===== config.mk =====
export PLATFORM = sky130hd
export DESIGN_NAME = entity_region_payload_validator
export DESIGN_NICKNAME = d
export VERILOG_FILES = /design/src/rtl/erpv_pkg.sv /design/src/rtl/erpv_core.sv /design/src/rtl/entity_region_payload_validator.sv
export SDC_FILE = /design/constraint.sdc
export NUM_CORES = 1
export LEC_CHECK = 0
export ABC_CLOCK_PERIOD_IN_PS = 16700
export BUFFER_PORTS_ARGS = -buffer_cell sky130_fd_sc_hd__buf_4
export CAP_MARGIN = 10
export CORE_ASPECT_RATIO = 0.75
export CORE_MARGIN = 4
export CORE_UTILIZATION = 48
export DETAILED_ROUTE_END_ITERATION = 6
export PLACE_DENSITY = 0.66
export SLEW_MARGIN = 20
export SYNTH_ARGS = -nofsm -noshare
export SYNTH_HDL_FRONTEND = slang
export SYNTH_SLANG_ARGS = --single-unit
export TNS_END_PERCENT = 30

===== constraint.sdc =====
create_clock -name i_clk -period 16.7 [get_ports i_clk]
set_input_delay 5.01 -clock i_clk [delete_from_list [all_inputs] [get_ports i_clk]]
set_output_delay 5.01 -clock i_clk [all_outputs]
set_load 0.05 [all_outputs]

===== src/rtl/erpv_pkg.sv =====
package erpv_pkg;

    localparam int LEN_W    = 25;
    localparam int CHUNK_W  = 13;
    localparam int ENT_W    = 23;
    localparam int CNT11_W  = 11;
    localparam int PHASE_W  = 4;
    localparam int FCNT_W   = 6;
    localparam int CFG_IX_W = 2;

    localparam logic [LEN_W-1:0]   MAX_REGION_BYTES       = 25'd16777216;
    localparam logic [LEN_W-1:0]   CONSUMED_SAT           = MAX_REGION_BYTES + 25'd1;
    localparam logic [31:0]        MAX_CHUNKS_PER_REGION  = 32'd4096;
    localparam logic [31:0]        MAX_ENTITIES_PER_CHUNK = 32'd1024;
    localparam logic [31:0]        MAX_STRING_BYTES       = 32'd1024;
    localparam logic [31:0]        REGION_MAGIC           = 32'h52474531;
    localparam logic [FCNT_W-1:0]  COORD_BYTES            = 6'd12;
    localparam logic [FCNT_W-1:0]  ENTITY_FIXED_BYTES     = 6'd52;
    localparam logic [FCNT_W-1:0]  HALF_WORD_BYTES        = 6'd2;
    localparam logic [FCNT_W-1:0]  WORD_BYTES             = 6'd4;

    localparam logic [1:0] VERDICT_VALID        = 2'd0;
    localparam logic [1:0] VERDICT_INVALID      = 2'd1;
    localparam logic [1:0] VERDICT_CHUNK_LIMIT  = 2'd2;
    localparam logic [1:0] VERDICT_ENTITY_LIMIT = 2'd3;

    localparam logic [CFG_IX_W-1:0] CFG_PAYLOAD_LENGTH = 2'd0;
    localparam logic [CFG_IX_W-1:0] CFG_CHUNK_LIMIT    = 2'd1;
    localparam logic [CFG_IX_W-1:0] CFG_ENTITY_LIMIT   = 2'd2;

    localparam int RESULT_W = 2 + LEN_W + CHUNK_W + ENT_W + LEN_W;

    typedef struct packed {
        logic [LEN_W-1:0]   string_byte_total;
        logic [ENT_W-1:0]   entity_total;
        logic [CHUNK_W-1:0] chunk_total;
        logic [LEN_W-1:0]   encoded_bytes;
        logic [1:0]         verdict;
    } t_result;

endpackage


===== src/rtl/erpv_core.sv =====
module erpv_core (
    input  logic                          i_clk,
    input  logic                          i_rst_n,
    input  logic                          i_en,
    input  logic [7:0]                    i_byte,
    input  logic                          i_last,
    input  logic [erpv_pkg::LEN_W-1:0]    i_payload_length,
    input  logic [erpv_pkg::CHUNK_W-1:0]  i_chunk_limit,
    input  logic [erpv_pkg::ENT_W-1:0]    i_entity_limit,
    output erpv_pkg::t_result             o_result
);

    localparam logic [3:0] PH_MAGIC    = 4'd0;
    localparam logic [3:0] PH_VERSION  = 4'd1;
    localparam logic [3:0] PH_RESERVED = 4'd2;
    localparam logic [3:0] PH_CHUNKS   = 4'd3;
    localparam logic [3:0] PH_COORD    = 4'd4;
    localparam logic [3:0] PH_ENTS     = 4'd5;
    localparam logic [3:0] PH_S1LEN    = 4'd6;
    localparam logic [3:0] PH_S1BODY   = 4'd7;
    localparam logic [3:0] PH_FIXED    = 4'd8;
    localparam logic [3:0] PH_S2LEN    = 4'd9;
    localparam logic [3:0] PH_S2BODY   = 4'd10;
    localparam logic [3:0] PH_DONE     = 4'd11;

    logic [erpv_pkg::PHASE_W-1:0] r_phase, n_phase;
    logic [erpv_pkg::FCNT_W-1:0]  r_fcnt, n_fcnt;
    logic [31:0]                  r_shift, n_shift;
    logic [erpv_pkg::LEN_W-1:0]   r_consumed, n_consumed;
    logic [erpv_pkg::CNT11_W-1:0] r_str_left, n_str_left;
    logic [erpv_pkg::CHUNK_W-1:0] r_chunks_left, n_chunks_left;
    logic [erpv_pkg::CNT11_W-1:0] r_ents_left, n_ents_left;
    logic                         r_decided, n_decided;
    logic [1:0]                   r_verdict, n_verdict;
    logic [erpv_pkg::LEN_W-1:0]   r_enc, n_enc;
    logic [erpv_pkg::CHUNK_W-1:0] r_chunk_tot, n_chunk_tot;
    logic [erpv_pkg::ENT_W-1:0]   r_ent_tot, n_ent_tot;
    logic [erpv_pkg::LEN_W-1:0]   r_str_tot, n_str_tot;

    logic [erpv_pkg::LEN_W-1:0]   consumed_inc;
    logic [erpv_pkg::LEN_W-1:0]   rem;
    logic [31:0]                  word;
    logic [erpv_pkg::FCNT_W-1:0]  fcnt_inc;
    logic [erpv_pkg::FCNT_W-1:0]  need;
    logic [16:0]                  chunk_min;
    logic [16:0]                  ent_min;
    logic [erpv_pkg::ENT_W:0]     ent_sum;
    logic                         str_bad;
    logic [erpv_pkg::CNT11_W-1:0] ents_dec;
    logic [erpv_pkg::CHUNK_W-1:0] chunks_dec;
    logic                         len_bad;

    assign consumed_inc = (r_consumed < erpv_pkg::CONSUMED_SAT) ?
                          r_consumed + erpv_pkg::LEN_W'(1) : r_consumed;
    assign rem          = (i_payload_length > consumed_inc) ?
                          i_payload_length - consumed_inc : '0;
    assign word         = {r_shift[23:0], i_byte};
    assign fcnt_inc     = r_fcnt + erpv_pkg::FCNT_W'(1);
    assign chunk_min    = {word[12:0], 4'b0000};
    // w * 60 = w * 64 - w * 4
    assign ent_min      = {word[10:0], 6'b0} - {4'b0, word[10:0], 2'b00};
    assign ent_sum      = {1'b0, r_ent_tot} + {13'b0, word[10:0]};
    assign str_bad      = (word > erpv_pkg::MAX_STRING_BYTES) || (word > {7'b0, rem});
    assign ents_dec     = r_ents_left - erpv_pkg::CNT11_W'(1);
    assign chunks_dec   = r_chunks_left - erpv_pkg::CHUNK_W'(1);
    assign len_bad      = (i_payload_length > erpv_pkg::MAX_REGION_BYTES) ||
                          (consumed_inc != i_payload_length);

    always_comb begin
        case (r_phase)
            PH_VERSION, PH_RESERVED: need = erpv_pkg::HALF_WORD_BYTES;
            PH_COORD:                need = erpv_pkg::COORD_BYTES;
            PH_FIXED:                need = erpv_pkg::ENTITY_FIXED_BYTES;
            default:                 need = erpv_pkg::WORD_BYTES;
        endcase
    end

    always_comb begin
        n_phase       = r_phase;
        n_fcnt        = r_fcnt;
        n_shift       = r_shift;
        n_consumed    = consumed_inc;
        n_str_left    = r_str_left;
        n_chunks_left = r_chunks_left;
        n_ents_left   = r_ents_left;
        n_decided     = r_decided;
        n_verdict     = r_verdict;
        n_enc         = r_enc;
        n_chunk_tot   = r_chunk_tot;
        n_ent_tot     = r_ent_tot;
        n_str_tot     = r_str_tot;

        if (!r_decided) begin
            if (r_phase == PH_DONE) begin
                n_decided = 1'b1;
                n_verdict = erpv_pkg::VERDICT_INVALID;
            end else if (r_phase == PH_S1BODY || r_phase == PH_S2BODY) begin
                n_str_left = r_str_left - erpv_pkg::CNT11_W'(1);
                if (n_str_left == '0) begin
                    n_fcnt  = '0;
                    n_shift = '0;
                    if (r_phase == PH_S1BODY) begin
                        n_phase = PH_FIXED;
                    end else begin
                        n_ents_left = ents_dec;
                        if (ents_dec != '0)           n_phase = PH_S1LEN;
                        else if (r_chunks_left != '0) n_phase = PH_COORD;
                        else                          n_phase = PH_DONE;
                    end
                end
            end else if (fcnt_inc < need) begin
                n_shift = word;
                n_fcnt  = fcnt_inc;
            end else begin
                // field complete: every path below either advances or decides
                n_shift = word;
                n_fcnt  = fcnt_inc;
                case (r_phase)
                    PH_MAGIC: begin
                        if (word != erpv_pkg::REGION_MAGIC) begin
                            n_decided = 1'b1;
                            n_verdict = erpv_pkg::VERDICT_INVALID;
                        end else begin
                            n_phase = PH_VERSION;
                            n_fcnt  = '0;
                            n_shift = '0;
                        end
                    end
                    PH_VERSION: begin
                        if (word[15:0] != 16'd1) begin
                            n_decided = 1'b1;
                            n_verdict = erpv_pkg::VERDICT_INVALID;
                        end else begin
                            n_phase = PH_RESERVED;
                            n_fcnt  = '0;
                            n_shift = '0;
                        end
                    end
                    PH_RESERVED: begin
                        if (word[15:0] != 16'd0) begin
                            n_decided = 1'b1;
                            n_verdict = erpv_pkg::VERDICT_INVALID;
                        end else begin
                            n_phase = PH_CHUNKS;
                            n_fcnt  = '0;
                            n_shift = '0;
                        end
                    end
                    PH_CHUNKS: begin
                        if (word > erpv_pkg::MAX_CHUNKS_PER_REGION) begin
                            n_decided = 1'b1;
                            n_verdict = erpv_pkg::VERDICT_INVALID;
                        end else if (word > {19'b0, i_chunk_limit}) begin
                            n_decided = 1'b1;
                            n_verdict = erpv_pkg::VERDICT_CHUNK_LIMIT;
                        end else if ({8'b0, chunk_min} > rem) begin
                            n_decided = 1'b1;
                            n_verdict = erpv_pkg::VERDICT_INVALID;
                        end else begin
                            n_enc         = i_payload_length;
                            n_chunk_tot   = word[12:0];
                            n_chunks_left = word[12:0];
                            n_phase       = (word[12:0] != '0) ? PH_COORD : PH_DONE;
                            n_fcnt        = '0;
                            n_shift       = '0;
                        end
                    end
                    PH_COORD: begin
                        n_phase = PH_ENTS;
                        n_fcnt  = '0;
                        n_shift = '0;
                    end
                    PH_ENTS: begin
                        if (word > erpv_pkg::MAX_ENTITIES_PER_CHUNK) begin
                            n_decided = 1'b1;
                            n_verdict = erpv_pkg::VERDICT_INVALID;
                        end else if (ent_sum > {1'b0, i_entity_limit}) begin
                            n_decided = 1'b1;
                            n_verdict = erpv_pkg::VERDICT_ENTITY_LIMIT;
                        end else if ({8'b0, ent_min} > rem) begin
                            n_decided = 1'b1;
                            n_verdict = erpv_pkg::VERDICT_INVALID;
                        end else begin
                            n_ent_tot     = ent_sum[erpv_pkg::ENT_W-1:0];
                            n_ents_left   = word[10:0];
                            n_chunks_left = chunks_dec;
                            n_fcnt        = '0;
                            n_shift       = '0;
                            if (word[10:0] != '0)      n_phase = PH_S1LEN;
                            else if (chunks_dec != '0) n_phase = PH_COORD;
                            else                       n_phase = PH_DONE;
                        end
                    end
                    PH_S1LEN: begin
                        if (str_bad) begin
                            n_decided = 1'b1;
                            n_verdict = erpv_pkg::VERDICT_INVALID;
                        end else begin
                            n_str_tot  = r_str_tot + {14'b0, word[10:0]};
                            n_str_left = word[10:0];
                            n_phase    = (word[10:0] != '0) ? PH_S1BODY : PH_FIXED;
                            n_fcnt     = '0;
                            n_shift    = '0;
                        end
                    end
                    PH_FIXED: begin
                        n_phase = PH_S2LEN;
                        n_fcnt  = '0;
                        n_shift = '0;
                    end
                    PH_S2LEN: begin
                        if (str_bad) begin
                            n_decided = 1'b1;
                            n_verdict = erpv_pkg::VERDICT_INVALID;
                        end else begin
                            n_str_tot  = r_str_tot + {14'b0, word[10:0]};
                            n_str_left = word[10:0];
                            n_fcnt     = '0;
                            n_shift    = '0;
                            if (word[10:0] != '0) begin
                                n_phase = PH_S2BODY;
                            end else begin
                                // empty second string closes the entity
                                n_ents_left = ents_dec;
                                if (ents_dec != '0)           n_phase = PH_S1LEN;
                                else if (r_chunks_left != '0) n_phase = PH_COORD;
                                else                          n_phase = PH_DONE;
                            end
                        end
                    end
                    default: begin
                        n_decided = 1'b1;
                        n_verdict = erpv_pkg::VERDICT_INVALID;
                    end
                endcase
            end
        end

        if (len_bad) begin
            o_result = '0;
            o_result.verdict = erpv_pkg::VERDICT_INVALID;
        end else begin
            o_result.verdict           = n_decided ? n_verdict :
                                         ((n_phase == PH_DONE) ? erpv_pkg::VERDICT_VALID :
                                                                 erpv_pkg::VERDICT_INVALID);
            o_result.encoded_bytes     = n_enc;
            o_result.chunk_total       = n_chunk_tot;
            o_result.entity_total      = n_ent_tot;
            o_result.string_byte_total = n_str_tot;
        end
    end

    always_ff @(posedge i_clk) begin
        if (!i_rst_n || (i_en && i_last)) begin
            r_phase       <= PH_MAGIC;
            r_fcnt        <= '0;
            r_shift       <= '0;
            r_consumed    <= '0;
            r_str_left    <= '0;
            r_chunks_left <= '0;
            r_ents_left   <= '0;
            r_decided     <= 1'b0;
            r_verdict     <= erpv_pkg::VERDICT_VALID;
            r_enc         <= '0;
            r_chunk_tot   <= '0;
            r_ent_tot     <= '0;
            r_str_tot     <= '0;
        end else if (i_en) begin
            r_phase       <= n_phase;
            r_fcnt        <= n_fcnt;
            r_shift       <= n_shift;
            r_consumed    <= n_consumed;
            r_str_left    <= n_str_left;
            r_chunks_left <= n_chunks_left;
            r_ents_left   <= n_ents_left;
            r_decided     <= n_decided;
            r_verdict     <= n_verdict;
            r_enc         <= n_enc;
            r_chunk_tot   <= n_chunk_tot;
            r_ent_tot     <= n_ent_tot;
            r_str_tot     <= n_str_tot;
        end
    end

endmodule


===== src/rtl/entity_region_payload_validator.sv =====
// Channel   | Dir | Payload
// ----------+-----+---------------------------------------------------------------
// s_axis    | in  | tdata[7:0] data_byte; tlast last_byte
// m_axis    | out | tdata: verdict, encoded_bytes, chunk_total, entity_total,
//           |     |        string_byte_total (one transfer per payload, on last byte)
// i_cfg_*   | in  | 0 payload_length, 1 chunk_limit, 2 entity_limit
//
// One payload byte per cycle, sustained. A byte passes an input register, the
// parser updates its state from it as it leaves that register, and the result of
// a last byte is loaded into the result register as that byte leaves, which raises
// m_axis_tvalid. i_rst_n is synchronous and clears parse state and the registers
// to their defaults. A pending result stalls only a following last byte.
module entity_region_payload_validator (
    input  logic                                i_clk,
    input  logic                                i_rst_n,
    input  logic                                s_axis_tvalid,
    output logic                                s_axis_tready,
    input  logic [7:0]                          s_axis_tdata,  // [7:0] data_byte
    input  logic                                s_axis_tlast,
    output logic                                m_axis_tvalid,
    input  logic                                m_axis_tready,
    // [1:0] verdict, [26:2] encoded_bytes, [39:27] chunk_total,
    // [62:40] entity_total, [87:63] string_byte_total
    output logic [erpv_pkg::RESULT_W-1:0]       m_axis_tdata,
    input  logic                                i_cfg_we,
    input  logic [erpv_pkg::CFG_IX_W-1:0]       i_cfg_index,
    input  logic [erpv_pkg::LEN_W-1:0]          i_cfg_data
);

    logic [erpv_pkg::LEN_W-1:0]   r_payload_length;
    logic [erpv_pkg::CHUNK_W-1:0] r_chunk_limit;
    logic [erpv_pkg::ENT_W-1:0]   r_entity_limit;

    logic                         r_in_valid;
    logic [7:0]                   r_in_byte;
    logic                         r_in_last;
    logic                         r_out_valid;
    erpv_pkg::t_result            r_out;

    erpv_pkg::t_result            core_result;
    logic                         out_free;
    logic                         advance;
    logic                         in_xfer;

    assign out_free      = !r_out_valid || m_axis_tready;
    assign advance       = r_in_valid && (!r_in_last || out_free);
    assign s_axis_tready = !r_in_valid || advance;
    assign in_xfer       = s_axis_tvalid && s_axis_tready;
    assign m_axis_tvalid = r_out_valid;
    assign m_axis_tdata  = r_out;

    always_ff @(posedge i_clk) begin
        if (!i_rst_n) begin
            r_payload_length <= '0;
            r_chunk_limit    <= erpv_pkg::CHUNK_W'(4096);
            r_entity_limit   <= erpv_pkg::ENT_W'(4194304);
        end else if (i_cfg_we) begin
            case (i_cfg_index)
                erpv_pkg::CFG_PAYLOAD_LENGTH: r_payload_length <= i_cfg_data;
                erpv_pkg::CFG_CHUNK_LIMIT:    r_chunk_limit    <= i_cfg_data[erpv_pkg::CHUNK_W-1:0];
                erpv_pkg::CFG_ENTITY_LIMIT:   r_entity_limit   <= i_cfg_data[erpv_pkg::ENT_W-1:0];
                default: ;
            endcase
        end
    end

    always_ff @(posedge i_clk) begin
        if (!i_rst_n) begin
            r_in_valid <= 1'b0;
        end else if (in_xfer) begin
            r_in_valid <= 1'b1;
        end else if (advance) begin
            r_in_valid <= 1'b0;
        end
    end

    always_ff @(posedge i_clk) begin
        if (in_xfer) begin
            r_in_byte <= s_axis_tdata;
            r_in_last <= s_axis_tlast;
        end
    end

    erpv_core u_core (
        .i_clk            (i_clk),
        .i_rst_n          (i_rst_n),
        .i_en             (advance),
        .i_byte           (r_in_byte),
        .i_last           (r_in_last),
        .i_payload_length (r_payload_length),
        .i_chunk_limit    (r_chunk_limit),
        .i_entity_limit   (r_entity_limit),
        .o_result         (core_result)
    );

    // hold the result until the sink takes it
    always_ff @(posedge i_clk) begin
        if (!i_rst_n) begin
            r_out_valid <= 1'b0;
        end else if (advance && r_in_last) begin
            r_out_valid <= 1'b1;
        end else if (m_axis_tready) begin
            r_out_valid <= 1'b0;
        end
    end

    always_ff @(posedge i_clk) begin
        if (advance && r_in_last) begin
            r_out <= core_result;
        end
    end

endmodule


; ---- Word level (Yosys, flattened, before mapping)
; Index checks and enable logic that the tools add are counted.
[word_totals]
register_bits = 343
latch_bits = 0
ramBits = 0
romBits = 0
inputBits = 41
out_inout_bits = 90
elab_cells = 262
n_memories = 0
[op_classes]
add_sub_neg = 9
mul = 0
div_mod_pow = 0
order_cmp = 11
eq_ne = 32
n_shift = 0
muxes = 143
n_bitwise = 4
reduce_logical = 38
[ops]
columns = cell, n
row1 = $mux 25, 16
row2 = $mux 24, 13
row3 = $mux 23, 8
row4 = $mux 13, 14
row5 = $pmux 24 s7, 1
row6 = $mux 11, 13
row7 = $mux 4, 24
row8 = $mux 6, 13
row9 = $gt 17x25->1, 2
row10 = $pmux 6 s7, 1
row11 = $reduce_bool 13->1, 3
row12 = $pmux 4 s9, 1
row13 = $gt 32x11->1 const B, 1
row14 = $gt 32x13->1, 1
row15 = $gt 32x13->1 const B, 1
row16 = $gt 32x25->1, 1
row17 = $ne 32x31->1 const B, 1
row18 = $mux 2, 15
row19 = $pmux 13 s2, 1
row20 = $add 25x1->25 const B, 1
row21 = $add 25x11->25, 1
row22 = $gt 25x25->1, 1
row23 = $gt 25x25->1 const B, 1
row24 = $lt 25x25->1 const B, 1
row25 = other kinds (41), 102

; ---- Longest topological paths before layout
[depth]
ltp_word = 16
depth_mapped = 40
depth_no_buf = 35

; ---- Hierarchy
; From an unflattened synthesis, not the netlist that was laid out.
[hier_totals]
hier_cells = 2634
area_unflattened_um2 = 21612.0
[by_module_without_submodules]
columns = module, instances, cells_each, area_per_inst_um2, seq_area_each_um2
row1 = erpv_core, 1, 2298, 16284.4, 3663.5
row2 = entity_region_payload_validator, 1, 336, 5327.6, 4174.0

; ---- Least setup slack after synthesis
; Ideal clock, no wire load.
[synth_path]
path_kind = input port to output port
startpoint = input port m_axis_tready
endpoint = output port s_axis_tready
t_arrival_ps = 5639
required_ps = 11690
path_slack_ps = 6051
cell_stages = 2
n_path_buf = 0
path_cell_list = nor2b_1 nand3_1
[synth_between]
elab_chain_cells = 4
[synth_lines]
columns = element, line_no
row1 = start: declaration, entity_region_payload_validator.sv:21  ; input logic m_axis_tready,
row2 = $logic_or 1x1->1, entity_region_payload_validator.sv:45  ; assign out_free = !r_out_valid || m_axis_tready;
row3 = $logic_or 1x1->1, entity_region_payload_validator.sv:46  ; assign advance = r_in_valid && (!r_in_last || out_free);
row4 = $logic_and 1x1->1, entity_region_payload_validator.sv:46
row5 = $logic_or 1x1->1, entity_region_payload_validator.sv:47  ; assign s_axis_tready = !r_in_valid || advance;
row6 = end: declaration, entity_region_payload_validator.sv:17  ; output logic s_axis_tready,
; Every way passes these cells.

; ---- Final worst setup path
; Same ends and word-level chain as after synthesis.

==> summary.txt <==
Power and ir drop
  – Sw Ratio: 0.292
  – Cell Pwr Density: 89.2 nW/um^2
  – P_sw: 630 uW
  – VDD IR-drop max: between 0.04 and 0.05 mV
  – Comb pwr share: 0.187
  – Leakage: 9.11 nW
  – Clk pwr share: 0.406
  – Flop pwr share: 0.408
  – Internal cell power: 1.53 mW

Critical path
  – Reg2reg start: u_core.r_consumed[0]
  – Critical path class: in -> out
  – R2r worst-path depth: 36
  – Critical path peak fanout: 4
  – FF-to-FF End: m_axis_tdata[87]
  – Critical Path AT: 5710 ps
  – CP Capture Type: primary output
  – Reg-to-reg slack, setup: 6540 ps
  – CP required: 11,690 ps
  – Worst setup SP type: input port

Route
  – Initial DRC count: 2,007
  – Average wire per standard cell: 19.7 um
  – WL final: 65,700 um
  – Pre-antenna DRT Iters: 6
  – DR vias: slightly below 20k
  – Post-DRT Antenna Nets: 0
  – Vias per inst: 5.91
  – Drc violations: 0

Logic synthesis
  – Synth Flop Type: dfxtp_1
  – Post-Syn Area: around 22,000 sq um
  – Syn Inst Count: 2,671
  – Syn Area/Cell: 8.06 sq um
  – Number of enable flip-flop cells after synthesis: just under 100
  – Synth warn: 0
  – Netlist cell types: 89
  – Ys async rst share: 0
  – Synthesized netlist net count: 2,870
  – Yosys reg bits: 343
  – Register area share after synthesis: 0.364

Finish
  – Area Growth Syn to Fin: 12.4%
  – Layout cell share with drive strength beyond 1: 0.0957
  – Final std cells w/o fill: 3,327
  – Fin nets: between 2k and 3k
  – Multi-input gate area: 12,800 sq um
  – FILL cells: 4,043
  – FF/Latch Area: between 7000 and 8000 sq um
  – Diode count: 0

Timing
  – Slew Viols, Final: 0
  – TNS Setup: 0 ps
  – Max-slew headroom: 0.226
  – Setup-failing EPs final: 0
  – Min cycle time layout: about 11,000 ps
  – Period utilization: 0.642
  – F_max: a little over 90 MHz
  – RSZ-0062 raised after global routing: no
  – Layout Skew: 32.4 ps
  – Final Hold Vio Count: 0
  – Worst slew pin tran: 1160 ps

Status
  – Status: completed

Clocking
  – Clock-pin slew on the worst setup and hold paths: 60 ps
  – Postcts setup bufs: 0
  – Root Buffer Master: clkbuf_16
  – Cts hold-fix bufs: 0
  – CTS max path bufs: 3
  – CTS tree: yes
  – Clk sinks: 343
  – H-tree levels: 2
  – Num CTS Buffers: 37
  – Clk_lat worst skew: 580 ps
  – Post-cts resize count: 0

Floorplan
  – Die Ht: 191 um
  – Rows: 66
  – Die ar.: 48,300 sq um
  – Initial Util: 0.491
  – # IOs: roughly 130
  – Die W: between 200 and 300 um
  – Core area: 43,800 sq um

Global route
  – Total gr overflow: 0
  – Global-route wire length before repair: 103,000 um
  – Vias in the first global route: 18.4k
  – Largest net degree at the start of global routing: around 100
  – Global-route usage over all layers: 0.268
  – Initial antenna violation count: 0

Flow run
  – Max_cap viols: 0

Place
  – GP Congestion: approximately 0.93
  – Placed cells: 3,259
  – HPWL Detailed: 46,400 um
  – Port Buf Inserts: 130

Min path
  – Min-Delay Path Depth: 2
  – Hold Crit Endpoint: u_core.r_enc[11]
  – Min-delay worst type: reg -> reg
  – Min-delay src: u_core.r_enc[11]
layer usage:
metal,track usage,vias up,part of all wire
met1,0.391,9317,0.46
met4,0.0729,0,0.024
met2,0.399,762,0.42
met5,0,-,0
li1,-,9483,-
met3,0.0594,104,0.097
worst max-delay path by stage:
stage | from | to | cells after the start
floorplan | m_axis_tready | s_axis_tready | 2
global placement | m_axis_tready | s_axis_tready | 4
detailed placement | m_axis_tready | s_axis_tready | 4
CTS | m_axis_tready | s_axis_tready | 4
global route | u_core.r_consumed[0] | m_axis_tdata[87] | 36
finish | m_axis_tready | s_axis_tready | 4
logic make-up after synthesis:
logic type               synth area share
AO/OA/AOI/OAI                       0.198
AND/OR/NAND/NOR                     0.229
buffers and inverters              0.0460
XOR/XNOR                           0.0621
flip-flops                          0.364
multiplexers                      0.00703
adder cells (fa/ha/maj)            0.0934
registers in the layout (all words and copies together), names as in the netlist, 6 cells and up:
name / flops
u_core.r_chunk_tot: 13
u_core.r_chunks_left: 13
u_core.r_str_tot: 25
u_core.r_consumed: 25
u_core.r_enc: 25
u_core.r_shift: 24
u_core.r_ents_left: 11
u_core.r_ent_tot: 23
u_core.r_fcnt: 6
r_entity_limit: 23
m_axis_tdata: 88
u_core.r_str_left: 11
r_chunk_limit: 13
r_payload_length: 25
r_in_byte: 8
power by group through the flow:
stage	Clock (mW)	Combinational (mW)	Sequential, mW
after floorplan	0	0.274	0.906
after global placement	0	0.386	0.897
after detailed placement	0	0.396	0.897
after CTS	0.888	0.398	0.879
after global routing	0.926	0.447	0.880
final	0.875	0.403	0.879
cell type report:
type	instances	share of cell area
Clock buffer	49	0.0437
Clock inverter	19	0.00957
Inverter	90	0.0140
Multi-Input combinational cell	2082	0.527
Sequential cell	343	0.324
Tap cell	578	0.0299
Timing Repair Buffer	166	0.0517
synthesized netlist by cell type, types with 48 or more instances:
cell type	count	area, sq um
xnor2_1	87	762
clkbuf_1	125	469
o21ai_0	109	546
a21oi_1	239	1200
dfxtp_1	246	4920
xor2_1	63	552
inv_1	90	338
nand3_1	48	240
nor2_1	248	931
nand2_1	514	1930
edfxtp_1	97	2910
a21boi_0	63	473
ha_1	155	1940
metrics by stage:
step	utilization	power, mW	setup slack [ps]	cell area [sq um]	hold slack [ps]
floorplan	-	1.18	6050	21500	432
global placement	0.522	1.28	6030	22900	438
detailed placement	0.522	1.29	6000	22900	444
CTS	0.551	2.16	6000	24200	453
global route	0.552	2.25	5750	24200	464
finish	0.552	2.16	5980	24200	451
cell usage in the layout, fill, tap and decap left out, types with 5 or more instances in the layout:
| cell type | synthesis | routed |
|---|---|---|
| nand3_1 | 48 | 48 |
| or4_1 | 11 | 11 |
| clkinv_2 | 0 | 8 |
| xor2_1 | 63 | 63 |
| inv_1 | 90 | 90 |
| ha_1 | 155 | 155 |
| o21a_1 | 21 | 21 |
| and2_1 | 16 | 16 |
| mux2i_1 | 14 | 14 |
| nand4b_1 | 6 | 6 |
| nor2_1 | 248 | 247 |
| clkbuf_1 | 125 | 8 |
| clkbuf_16 | 0 | 41 |
| nor3_1 | 42 | 42 |
| a22oi_1 | 38 | 38 |
| a21o_1 | 47 | 47 |
| nor4_1 | 27 | 27 |
| a21boi_0 | 63 | 63 |
| nand3b_1 | 10 | 10 |
| edfxtp_1 | 97 | 97 |
| o211ai_1 | 11 | 11 |
| a211oi_1 | 25 | 25 |
| nand2_1 | 514 | 513 |
| nand2b_1 | 24 | 23 |
| or2_2 | 10 | 10 |
| and3_1 | 21 | 20 |
| buf_4 | 2 | 165 |
| o21ai_0 | 109 | 109 |
| a311oi_1 | 7 | 7 |
| or3_1 | 32 | 32 |
| a21oi_1 | 239 | 239 |
| o21bai_1 | 10 | 10 |
| xnor2_1 | 87 | 87 |
| nor2b_1 | 23 | 23 |
| dfxtp_1 | 246 | 246 |
| a31oi_1 | 14 | 14 |
| o31ai_1 | 5 | 5 |
| nand4_1 | 43 | 43 |
worst max-delay path: stages:
cell	delay, ps
buf_4	110
nor2b_1	240
nand3_1	140
buf_4	210
Power figures use the tool's default switching activity.
